**src/rtl/mbm_pkg.sv**
```systemverilog
// Shared types and constants for the multicart bank mapper.
// Holds the command codes, the queue entry and result layouts and the decode constants.
// No dependencies.
package mbm_pkg;

  typedef enum logic [1:0] {
    CMD_WRITE = 2'd0,
    CMD_PRG   = 2'd1,
    CMD_CHR   = 2'd2,
    CMD_READ  = 2'd3
  } cmd_code_t;

  typedef enum logic [3:0] {
    OP_NOP,
    OP_OUTER,
    OP_BANK_SEL,
    OP_BANK_DATA,
    OP_FWD,
    OP_PRG,
    OP_ZERO,
    OP_CHR,
    OP_RD_PORT,
    OP_RD_EXT
  } op_t;

  // Outer register select, taken from address bits 1:0 of a 5xxx write
  localparam logic [1:0] REG_MODE   = 2'd0;
  localparam logic [1:0] REG_PRG    = 2'd1;
  localparam logic [1:0] REG_CHR    = 2'd2;
  localparam logic [1:0] REG_UNUSED = 2'd3;

  localparam logic [15:0] PORT_LO        = 16'h5000;
  localparam logic [15:0] PORT_HI        = 16'h5FFF;
  localparam logic [15:0] BANK_DEC_MASK  = 16'hE001;
  localparam logic [15:0] BANK_SEL_ADDR  = 16'h8000;
  localparam logic [15:0] BANK_DATA_ADDR = 16'h8001;

  localparam logic [7:0] PRG_FIXED_LO = 8'hFE;
  localparam logic [7:0] PRG_FIXED_HI = 8'hFF;

  localparam logic [7:0] BANK_RESET [0:7] = '{8'd0, 8'd2, 8'd4, 8'd5,
                                               8'd6, 8'd7, 8'd0, 8'd0};

  typedef struct packed {
    op_t        op;
    logic [2:0] slot;   // prg slot, chr slot or outer register index
    logic [7:0] data;   // write data, or open bus for port reads
  } cmd_t;

  typedef struct packed {
    logic [6:0]  prg_bank;
    logic [10:0] chr_bank;
    logic        mirror_valid;
    logic        mirror_horizontal;
    logic [7:0]  read_data;
    logic        forwarded_to_base;
    logic        read_external;
  } res_t;

  typedef struct packed {
    logic full;
    logic empty;
  } q_stat_t;

endpackage

```
**src/rtl/mbm_fifo.sv**
```systemverilog
// Small first-word-fall-through queue used between the mapper stages.
// Depends on mbm_pkg for the status struct.
module mbm_fifo
  import mbm_pkg::*;
#(
  parameter int WIDTH = 8,
  parameter int DEPTH = 2
) (
  input  logic             clk,
  input  logic             rst_n,
  input  logic             push,
  input  logic [WIDTH-1:0] wr_data,
  input  logic             pop,
  output logic [WIDTH-1:0] rd_data,
  output q_stat_t          stat
);

  localparam int PW = $clog2(DEPTH);
  localparam int CW = $clog2(DEPTH + 1);

  logic [WIDTH-1:0] mem [0:DEPTH-1];
  logic [PW-1:0]    wr_ptr_r, wr_ptr_nxt;
  logic [PW-1:0]    rd_ptr_r, rd_ptr_nxt;
  logic [CW-1:0]    count_r, count_nxt;
  logic             do_push, do_pop;

  assign stat.full  = (count_r == CW'(DEPTH));
  assign stat.empty = (count_r == '0);
  assign do_push    = push & ~stat.full;
  assign do_pop     = pop & ~stat.empty;
  assign rd_data    = mem[rd_ptr_r];

  always_comb begin
    wr_ptr_nxt = wr_ptr_r;
    rd_ptr_nxt = rd_ptr_r;
    if (do_push) begin
      wr_ptr_nxt = (wr_ptr_r == PW'(DEPTH - 1)) ? '0 : wr_ptr_r + PW'(1);
    end
    if (do_pop) begin
      rd_ptr_nxt = (rd_ptr_r == PW'(DEPTH - 1)) ? '0 : rd_ptr_r + PW'(1);
    end
    count_nxt = count_r + CW'(do_push) - CW'(do_pop);
  end

  always_ff @(posedge clk) begin
    if (!rst_n) begin
      wr_ptr_r <= '0;
      rd_ptr_r <= '0;
      count_r  <= '0;
    end else begin
      wr_ptr_r <= wr_ptr_nxt;
      rd_ptr_r <= rd_ptr_nxt;
      count_r  <= count_nxt;
    end
  end

  always_ff @(posedge clk) begin
    if (do_push) begin
      mem[wr_ptr_r] <= wr_data;
    end
  end

endmodule

```
**src/rtl/mbm_front.sv**
```systemverilog
// Front end: decodes each bus request into an operation and queues it.
// Depends on mbm_pkg and mbm_fifo.
module mbm_front
  import mbm_pkg::*;
#(
  parameter int DEPTH = 2
) (
  input  logic        clk,
  input  logic        rst_n,
  input  logic        push,
  input  logic [1:0]  command,
  input  logic [15:0] address,
  input  logic [7:0]  write_data,
  input  logic [7:0]  open_bus,
  output logic        full,
  input  logic        cmd_pop,
  output cmd_t        cmd,
  output logic        cmd_valid
);

  cmd_t    dec;
  q_stat_t stat;
  logic    in_port;

  assign in_port = (address >= PORT_LO) && (address <= PORT_HI);

  always_comb begin
    dec.op   = OP_NOP;
    dec.slot = '0;
    dec.data = write_data;
    unique case (cmd_code_t'(command))
      CMD_WRITE: begin
        if (address[15]) begin
          unique case (address & BANK_DEC_MASK)
            BANK_SEL_ADDR:  dec.op = OP_BANK_SEL;
            BANK_DATA_ADDR: dec.op = OP_BANK_DATA;
            default:        dec.op = OP_FWD;
          endcase
        end else if (in_port && address[1:0] != REG_UNUSED) begin
          dec.op   = OP_OUTER;
          dec.slot = {1'b0, address[1:0]};
        end
      end
      CMD_PRG: begin
        dec.op   = address[15] ? OP_PRG : OP_ZERO;
        dec.slot = {1'b0, address[14:13]};
      end
      CMD_CHR: begin
        dec.op   = OP_CHR;
        dec.slot = address[12:10];
      end
      CMD_READ: begin
        dec.op   = in_port ? OP_RD_PORT : OP_RD_EXT;
        dec.data = open_bus;
      end
      default: dec.op = OP_NOP;
    endcase
  end

  mbm_fifo #(
    .WIDTH ($bits(cmd_t)),
    .DEPTH (DEPTH)
  ) u_cmd_q (
    .clk     (clk),
    .rst_n   (rst_n),
    .push    (push),
    .wr_data (dec),
    .pop     (cmd_pop),
    .rd_data (cmd),
    .stat    (stat)
  );

  assign full      = stat.full;
  assign cmd_valid = ~stat.empty;

endmodule

```
**src/rtl/mbm_back.sv**
```systemverilog
// Back end: holds the mapper registers, carries out queued operations
// and forms one result per operation. Depends on mbm_pkg.
module mbm_back
  import mbm_pkg::*;
(
  input  logic       clk,
  input  logic       rst_n,
  input  logic       cfg_wr_en,
  input  logic [1:0] cfg_wr_data,
  input  cmd_t       cmd,
  input  logic       cmd_valid,
  input  logic       res_full,
  output logic       go,
  output res_t       res
);

  logic [7:0] om_r, om_nxt;
  logic [5:0] pob_r, pob_nxt;
  logic [7:0] cob_r, cob_nxt;
  logic [7:0] bs_r, bs_nxt;
  logic [7:0] bank_r [0:7];
  logic [7:0] bank_nxt [0:7];
  logic [2:0] latch_r, latch_nxt;
  logic [1:0] dip_r;

  logic [1:0]  prg_slot;
  logic [6:0]  prg_mask, prg_val, prg_out;
  logic [7:0]  prg_sel;
  logic [2:0]  chr_slot;
  logic [7:0]  chr_mask, chr_sel, cn_mask, cn_base;
  logic [10:0] chr_out;
  logic        cnrom_now, cnrom_nxt;

  assign go        = cmd_valid & ~res_full;
  assign cnrom_now = om_r[2] & om_r[1];

  // State update
  always_comb begin
    om_nxt    = om_r;
    pob_nxt   = pob_r;
    cob_nxt   = cob_r;
    bs_nxt    = bs_r;
    latch_nxt = latch_r;
    for (int i = 0; i < 8; i++) begin
      bank_nxt[i] = bank_r[i];
    end
    if (go) begin
      unique case (cmd.op)
        OP_OUTER: begin
          if (!om_r[7]) begin
            unique case (cmd.slot[1:0])
              REG_MODE: om_nxt  = cmd.data;
              REG_PRG:  pob_nxt = cmd.data[5:0];
              REG_CHR:  cob_nxt = cmd.data;
              default:  om_nxt  = om_r;
            endcase
          end
        end
        OP_BANK_SEL, OP_BANK_DATA, OP_FWD: begin
          // the latch loads on every high write in CNROM modes, before decode
          if (cnrom_now) begin
            latch_nxt = cmd.data[2:0];
          end
          if (cmd.op == OP_BANK_SEL) begin
            bs_nxt = cmd.data;
          end
          if (cmd.op == OP_BANK_DATA) begin
            bank_nxt[bs_r[2:0]] = cmd.data;
          end
        end
        default: om_nxt = om_r;
      endcase
    end
  end

  // PRG translation
  always_comb begin
    prg_slot = cmd.slot[1:0];
    if (bs_r[6] && !prg_slot[0]) begin
      prg_slot = prg_slot ^ 2'b10;
    end
    unique case (prg_slot)
      2'd0:    prg_sel = bank_r[6];
      2'd1:    prg_sel = bank_r[7];
      2'd2:    prg_sel = PRG_FIXED_LO;
      default: prg_sel = PRG_FIXED_HI;
    endcase
    prg_mask = om_r[1] ? 7'h0F : 7'h1F;
    prg_val  = ({pob_r, 1'b0} & ~prg_mask) | (prg_sel[6:0] & prg_mask);
    if (!om_r[2]) begin
      prg_out = prg_val;
    end else if (om_r[1:0] == 2'd0) begin
      prg_out = {pob_r, cmd.slot[0]};
    end else begin
      prg_out = {pob_r[5:1], cmd.slot[1:0]};
    end
  end

  // CHR translation
  always_comb begin
    chr_slot = cmd.slot ^ {bs_r[7], 2'b00};
    unique case (chr_slot)
      3'd0:    chr_sel = {bank_r[0][7:1], 1'b0};
      3'd1:    chr_sel = {bank_r[0][7:1], 1'b1};
      3'd2:    chr_sel = {bank_r[1][7:1], 1'b0};
      3'd3:    chr_sel = {bank_r[1][7:1], 1'b1};
      3'd4:    chr_sel = bank_r[2];
      3'd5:    chr_sel = bank_r[3];
      3'd6:    chr_sel = bank_r[4];
      default: chr_sel = bank_r[5];
    endcase
    chr_mask = om_r[0] ? 8'h7F : 8'hFF;
    cn_mask  = om_r[0] ? 8'h03 : 8'h01;
    cn_base  = (cob_r & ~cn_mask) | ({5'd0, latch_r} & cn_mask);
    if (!om_r[2]) begin
      chr_out = ({cob_r, 3'd0} & ~{3'd0, chr_mask}) | {3'd0, chr_sel & chr_mask};
    end else if (!om_r[1]) begin
      chr_out = {cob_r, cmd.slot};
    end else begin
      chr_out = {cn_base, cmd.slot};
    end
  end

  // Result; mirroring reflects the state after this operation
  assign cnrom_nxt = om_nxt[2] & om_nxt[1];

  always_comb begin
    res                   = '0;
    res.mirror_valid      = cnrom_nxt;
    res.mirror_horizontal = cnrom_nxt & latch_nxt[2];
    case (cmd.op)
      OP_PRG:     res.prg_bank          = prg_out;
      OP_CHR:     res.chr_bank          = chr_out;
      OP_RD_PORT: res.read_data         = {cmd.data[7:2], dip_r};
      OP_RD_EXT:  res.read_external     = 1'b1;
      OP_FWD:     res.forwarded_to_base = 1'b1;
      default:    res.prg_bank          = '0;
    endcase
  end

  always_ff @(posedge clk) begin
    if (!rst_n) begin
      om_r    <= '0;
      pob_r   <= '0;
      cob_r   <= '0;
      bs_r    <= '0;
      latch_r <= '0;
      dip_r   <= '0;
      for (int i = 0; i < 8; i++) begin
        bank_r[i] <= BANK_RESET[i];
      end
    end else begin
      om_r    <= om_nxt;
      pob_r   <= pob_nxt;
      cob_r   <= cob_nxt;
      bs_r    <= bs_nxt;
      latch_r <= latch_nxt;
      if (cfg_wr_en) begin
        dip_r <= cfg_wr_data;
      end
      for (int i = 0; i < 8; i++) begin
        bank_r[i] <= bank_nxt[i];
      end
    end
  end

endmodule

```
**src/rtl/multicart_bank_mapper.sv**
```systemverilog
// Multicart bank mapper built around an MMC3-style bank core.
// Channels: requests enter through push/full (command, address, write data,
// open bus); one result per request leaves through empty/pop, oldest first.
// Configuration: cfg_wr_en/cfg_wr_data write the two DIP bits at once.
// A request accepted from push is decoded into the command queue; the back end
// carries it out from the queue head into the result queue, whose head drives
// the result ports, and empty falls once that result is queued.
// Throughput: one request per cycle while full is low; the back end executes
// one queued operation per cycle while the result queue is not full.
// Reset (synchronous, rst_n low): both queues empty, outer registers, bank
// select and latch cleared, bank registers at 0,2,4,5,6,7,0,0, DIP bits 0.
// When the receiver stalls, results collect in the result queue; once it is
// full the back end holds, the command queue fills and full rises.
// Depends on mbm_pkg, mbm_front, mbm_back and mbm_fifo.
module multicart_bank_mapper
  import mbm_pkg::*;
#(
  parameter int CMD_DEPTH = 2,
  parameter int RES_DEPTH = 2
) (
  input  logic        clk,
  input  logic        rst_n,
  input  logic        cfg_wr_en,
  input  logic [1:0]  cfg_wr_data,
  input  logic        push,
  output logic        full,
  input  logic [1:0]  in_command,
  input  logic [15:0] in_address,
  input  logic [7:0]  in_write_data,
  input  logic [7:0]  in_open_bus,
  output logic        empty,
  input  logic        pop,
  output logic [6:0]  out_prg_bank,
  output logic [10:0] out_chr_bank,
  output logic        out_mirror_valid,
  output logic        out_mirror_horizontal,
  output logic [7:0]  out_read_data,
  output logic        out_forwarded_to_base,
  output logic        out_read_external
);

  cmd_t    cmd;
  logic    cmd_valid;
  logic    go;
  res_t    res, res_head;
  q_stat_t res_stat;

  mbm_front #(
    .DEPTH (CMD_DEPTH)
  ) u_front (
    .clk        (clk),
    .rst_n      (rst_n),
    .push       (push),
    .command    (in_command),
    .address    (in_address),
    .write_data (in_write_data),
    .open_bus   (in_open_bus),
    .full       (full),
    .cmd_pop    (go),
    .cmd        (cmd),
    .cmd_valid  (cmd_valid)
  );

  mbm_back u_back (
    .clk         (clk),
    .rst_n       (rst_n),
    .cfg_wr_en   (cfg_wr_en),
    .cfg_wr_data (cfg_wr_data),
    .cmd         (cmd),
    .cmd_valid   (cmd_valid),
    .res_full    (res_stat.full),
    .go          (go),
    .res         (res)
  );

  mbm_fifo #(
    .WIDTH ($bits(res_t)),
    .DEPTH (RES_DEPTH)
  ) u_res_q (
    .clk     (clk),
    .rst_n   (rst_n),
    .push    (go),
    .wr_data (res),
    .pop     (pop),
    .rd_data (res_head),
    .stat    (res_stat)
  );

  assign empty                 = res_stat.empty;
  assign out_prg_bank          = res_head.prg_bank;
  assign out_chr_bank          = res_head.chr_bank;
  assign out_mirror_valid      = res_head.mirror_valid;
  assign out_mirror_horizontal = res_head.mirror_horizontal;
  assign out_read_data         = res_head.read_data;
  assign out_forwarded_to_base = res_head.forwarded_to_base;
  assign out_read_external     = res_head.read_external;

  a_reset_empty : assert property (@(posedge clk) !rst_n |=> (empty && !full))
    else $error("queues not empty after reset");

  a_mirror_flag : assert property (@(posedge clk) disable iff (!rst_n)
    (!empty && out_mirror_horizontal) |-> out_mirror_valid)
    else $error("horizontal mirroring reported outside CNROM modes");

  a_ext_read : assert property (@(posedge clk) disable iff (!rst_n)
    (!empty && out_read_external) |->
      (out_read_data == 8'd0 && !out_forwarded_to_base && out_prg_bank == 7'd0))
    else $error("external read carries local data");

  a_no_result_without_op : assert property (@(posedge clk) disable iff (!rst_n)
    (empty && !cmd_valid) |=> empty)
    else $error("result appeared with no queued operation");

endmodule
```
**config.mk**
```make
export PLATFORM = sky130hd
export DESIGN_NAME = multicart_bank_mapper
export DESIGN_NICKNAME = d
export VERILOG_FILES = /design/src/rtl/mbm_pkg.sv /design/src/rtl/mbm_fifo.sv /design/src/rtl/mbm_front.sv /design/src/rtl/mbm_back.sv /design/src/rtl/multicart_bank_mapper.sv
export SDC_FILE = /design/constraint.sdc
export NUM_CORES = 1
export LEC_CHECK = 0
export BUFFER_PORTS_ARGS = -buffer_cell sky130_fd_sc_hd__buf_2
export CAP_MARGIN = 20
export CORE_MARGIN = 5
export CORE_UTILIZATION = 59
export CTS_CLUSTER_SIZE = 8
export DETAILED_ROUTE_END_ITERATION = 12
export GPL_TIMING_DRIVEN = 0
export PLACE_DENSITY = 0.79
export SYNTH_ARGS = -nofsm -noshare
export SYNTH_HDL_FRONTEND = slang
export SYNTH_SLANG_ARGS = --single-unit
```
**constraint.sdc**
```tcl
create_clock -name clk -period 2.93 [get_ports clk]
set_clock_uncertainty 0.1 [all_clocks]
set_input_delay 0.586 -clock clk [delete_from_list [all_inputs] [get_ports clk]]
set_output_delay 0.586 -clock clk [all_outputs]
set_load 0.005 [all_outputs]
```
==> impl_metrics.yaml <==
outcome:
  status: "completed"
drt:
  drtIter0Drc: 514
  routedWlPerCell_um: 18.88
  first_pass_iters: 6
  viasPerCell: 5.879
  wl_met2_um: 8833
  routed_wl_um: 18430
  drtAntennaViolNets: 0
  drc: 0
  vias: 5738
  wl_met1_um: 7835
  route.met3.wl_um: 1142
  top_layer: "met4"
clock_network:
  cts_buffer_depth: 2
  cts_setup_buffers: 0
  root_buffer: "clkbuf_16"
  cts_tree: "built"
  ctsHoldBuffers: 0
  h-tree-depth: 4
  cts_made_buffers: 17
  clk_pin_slew_ps: 70
  cts_resized: 0
  cts_sinks: 184
  clk_latency_ps: 430
yosys:
  synth-seq-cells: 184
  synth.top_cell.area_share_pct: 33.24
  synth.avg_cell_area_um2: 11.58
  synth_fp_nets: 752
  synth_commonest_cells: "dfxtp_1 (94), edfxtp_1 (90), nand2_1 (81)"
  yosysMostFrequentCell: "dfxtp_1"
  postSynthCellCount: 702
  netlist_area_um2: 8130
  synth_seq_area_share_pct: 56.39
  synth_area_leader_cell: "edfxtp_1"
  synth_cell_type_count: 69
  synth_edf_count: 90
  synth_warnings: 0
  synth_flop_cell: "dfxtp_1"
  synth_area_leaders: "edfxtp_1 (33%), dfxtp_1 (23%), mux2i_1 (7.8%)"
  synthArstFlopShare_pct: 0
grt:
  antenna_found_initial: 0
  grt.overflow.total: 0
  grt_max_degree: 20
  grt_pass1_wl_um: 30150
  grt_use_total_pct: 23.84
  grt_pass1_vias: 5839
sta:
  fin_hold_ws_ps: 307.5
  worst_pin_slew_ps: 862.3
  period_needed_ps: 2599
  setup_viol: 0
  rsz0062_at_grt: "no"
  fin_crit_sh_pct: 88.69
  slew_viol_final: 0
  fmax_mhz: 384.8
  slew_headroom_pct: 40.87
  hold_viol: 0
final_layout:
  fin_cells: 976
  syn_to_final_growth_pct: 14.17
  seq_area_um2: 4584
  multi_input_area_um2: 3283
  nets: 838
  drive_above_1_share_pct: 22.75
  diodes: 0
  num-fill-cells: 967
floorplanning:
  die_y_um: 127.4
  io_pins: 73
  coreArea_um2: 13400
  die-area_um2: 16230
  rows: 42
  start_util_pct: 60.67
  die_w_um: 127.4
setup_path:
  crit_arrival_ps: 2780
  critPathMaxFanout: 10
  startpoint_type: "register"
  cp-end-kind: "register"
  worst-setup-path-type: "register to register"
  required_ps: 3110
place:
  dp_hpwl_um: 13200
  gp_congestion: 0.9250
  dpl.cell_count: 945
  numPortBuffers: 64
power:
  peakVddDrop_v: 0.0004215
  p_leak_nw: 3.401
  powerDensity_nw_per_um2: 831.0
hold_path:
  hold_path_class: "input port to register"
  worstHoldStart: "cfg_wr_data[1]"
run:
  max_cap_viol_count: 0
-- state kept, by name, summed over array words and instances, names as in the netlist, named ones only --
| signal | count |
|---|---|
| u_back.pob_r | 6 |
| u_front.u_cmd_q.count_r | 2 |
| u_res_q.wr_ptr_r | 1 |
| u_res_q.rd_ptr_r | 1 |
| u_back.cob_r | 8 |
| u_res_q.count_r | 2 |
| u_back.om_r | 4 |
| u_back.bs_r | 5 |
| u_back.latch_r | 3 |
| u_front.u_cmd_q.mem | 30 |
| u_back.bank_r | 56 |
| u_front.u_cmd_q.rd_ptr_r | 1 |
| u_front.u_cmd_q.wr_ptr_r | 1 |
| u_back.dip_r | 2 |
| u_res_q.mem | 60 |
-- per-layer routing --
layer  vias up  track usage [%]
met5         -                0
met4         0            11.36
met3        45            4.466
met2       232            38.99
met1      2768            30.71
li1       2693                -
-- power breakdown --
| group | switching, W | internal, W | leakage, nW |
|---|---|---|---|
| clock | 0.000955 | 0.00124 | 0.268 |
| combinational | 0.00134 | 0.000891 | 1.52 |
| sequential | 0.000141 | 0.00315 | 1.62 |
| total | 0.00244 | 0.00528 | 3.40 |
-- per-stage QoR --
| stage | utilization [%] | setup TNS (ps) | area [um2] | setup WS (ps) | power (W) |
|---|---|---|---|---|---|
| 2_1_floorplan | - | 0 | 8130 | 424.4 | 0.004796 |
| 3_3_place_gp | 64.71 | -11630 | 8671 | -198.4 | 0.005453 |
| 3_5_place_dp | 65.02 | 0 | 8713 | 261.5 | 0.005559 |
| 4_1_cts | 69.25 | 0 | 9280 | 244.1 | 0.007733 |
| 5_1_grt | 69.27 | 0 | 9283 | 215.2 | 0.008069 |
| 6_report | 69.27 | 0 | 9283 | 331.3 | 0.007714 |
-- kinds of logic after synthesis --
| kind of cell | Yosys count | share of synthesized area [%] |
|---|---|---|
| and+or+nand+nor | 215 | 13.25 |
| DFF | 184 | 56.39 |
| muxes | 114 | 15.16 |
| AOI/OAI and AO/OA | 107 | 9.219 |
| buffers and inverters | 62 | 3.324 |
| xor gates and xnor gates | 11 | 1.277 |
| adders and majority gates | 9 | 1.385 |
-- critical path: stages, from the launching register on --
cell and delay [ps]:
dfxtp_1 390, buf_4 250, buf_2 260, buf_4 230, mux2i_1 420, nand2b_1 160, clkbuf_1 460, mux2i_1 160
-- path summary, 6_finish.rpt --
kind / to / slack (ps) / depth (start not counted)
max: u_back.bank_r[1][27]$_SDFFE_PN0P_ / 330 / 7
min: u_back.dip_r[1]$_SDFFE_PN0P_ / 310 / 3
max reg2reg: u_back.bank_r[1][27]$_SDFFE_PN0P_ / 330 / 7
min reg2reg: u_back.pob_r[4]$_SDFFE_PN0P_ / 360 / 2
-- final cells by class --
| class | instances | area share [%] |
|---|---|---|
| Multi-Input combinational cell | 456 | 35.37 |
| Timing Repair Buffer | 67 | 3.855 |
| Clock inverter | 10 | 1.024 |
| Clock buffer | 21 | 5.082 |
| Inverter | 21 | 0.8492 |
| Buffer | 41 | 2.062 |
| Tap cell | 176 | 2.372 |
| Sequential cell | 184 | 49.39 |
-- cell usage in the layout, fill, tap and decap left out, drive strengths merged, types with 7 or more instances in the layout --
master	count
dfxtp	94
edfxtp	90
buf	82
nand2	81
mux2i	66
nor2	60
mux2	47
clkbuf	47
o21ai	27
a21oi	21
inv	20
nand3	16
a31oi	12
nand2b	10
ha	9
and2	8
a211oi	7
nor3	7
or2	7
Note: power is estimated with default switching activity, not from simulation.
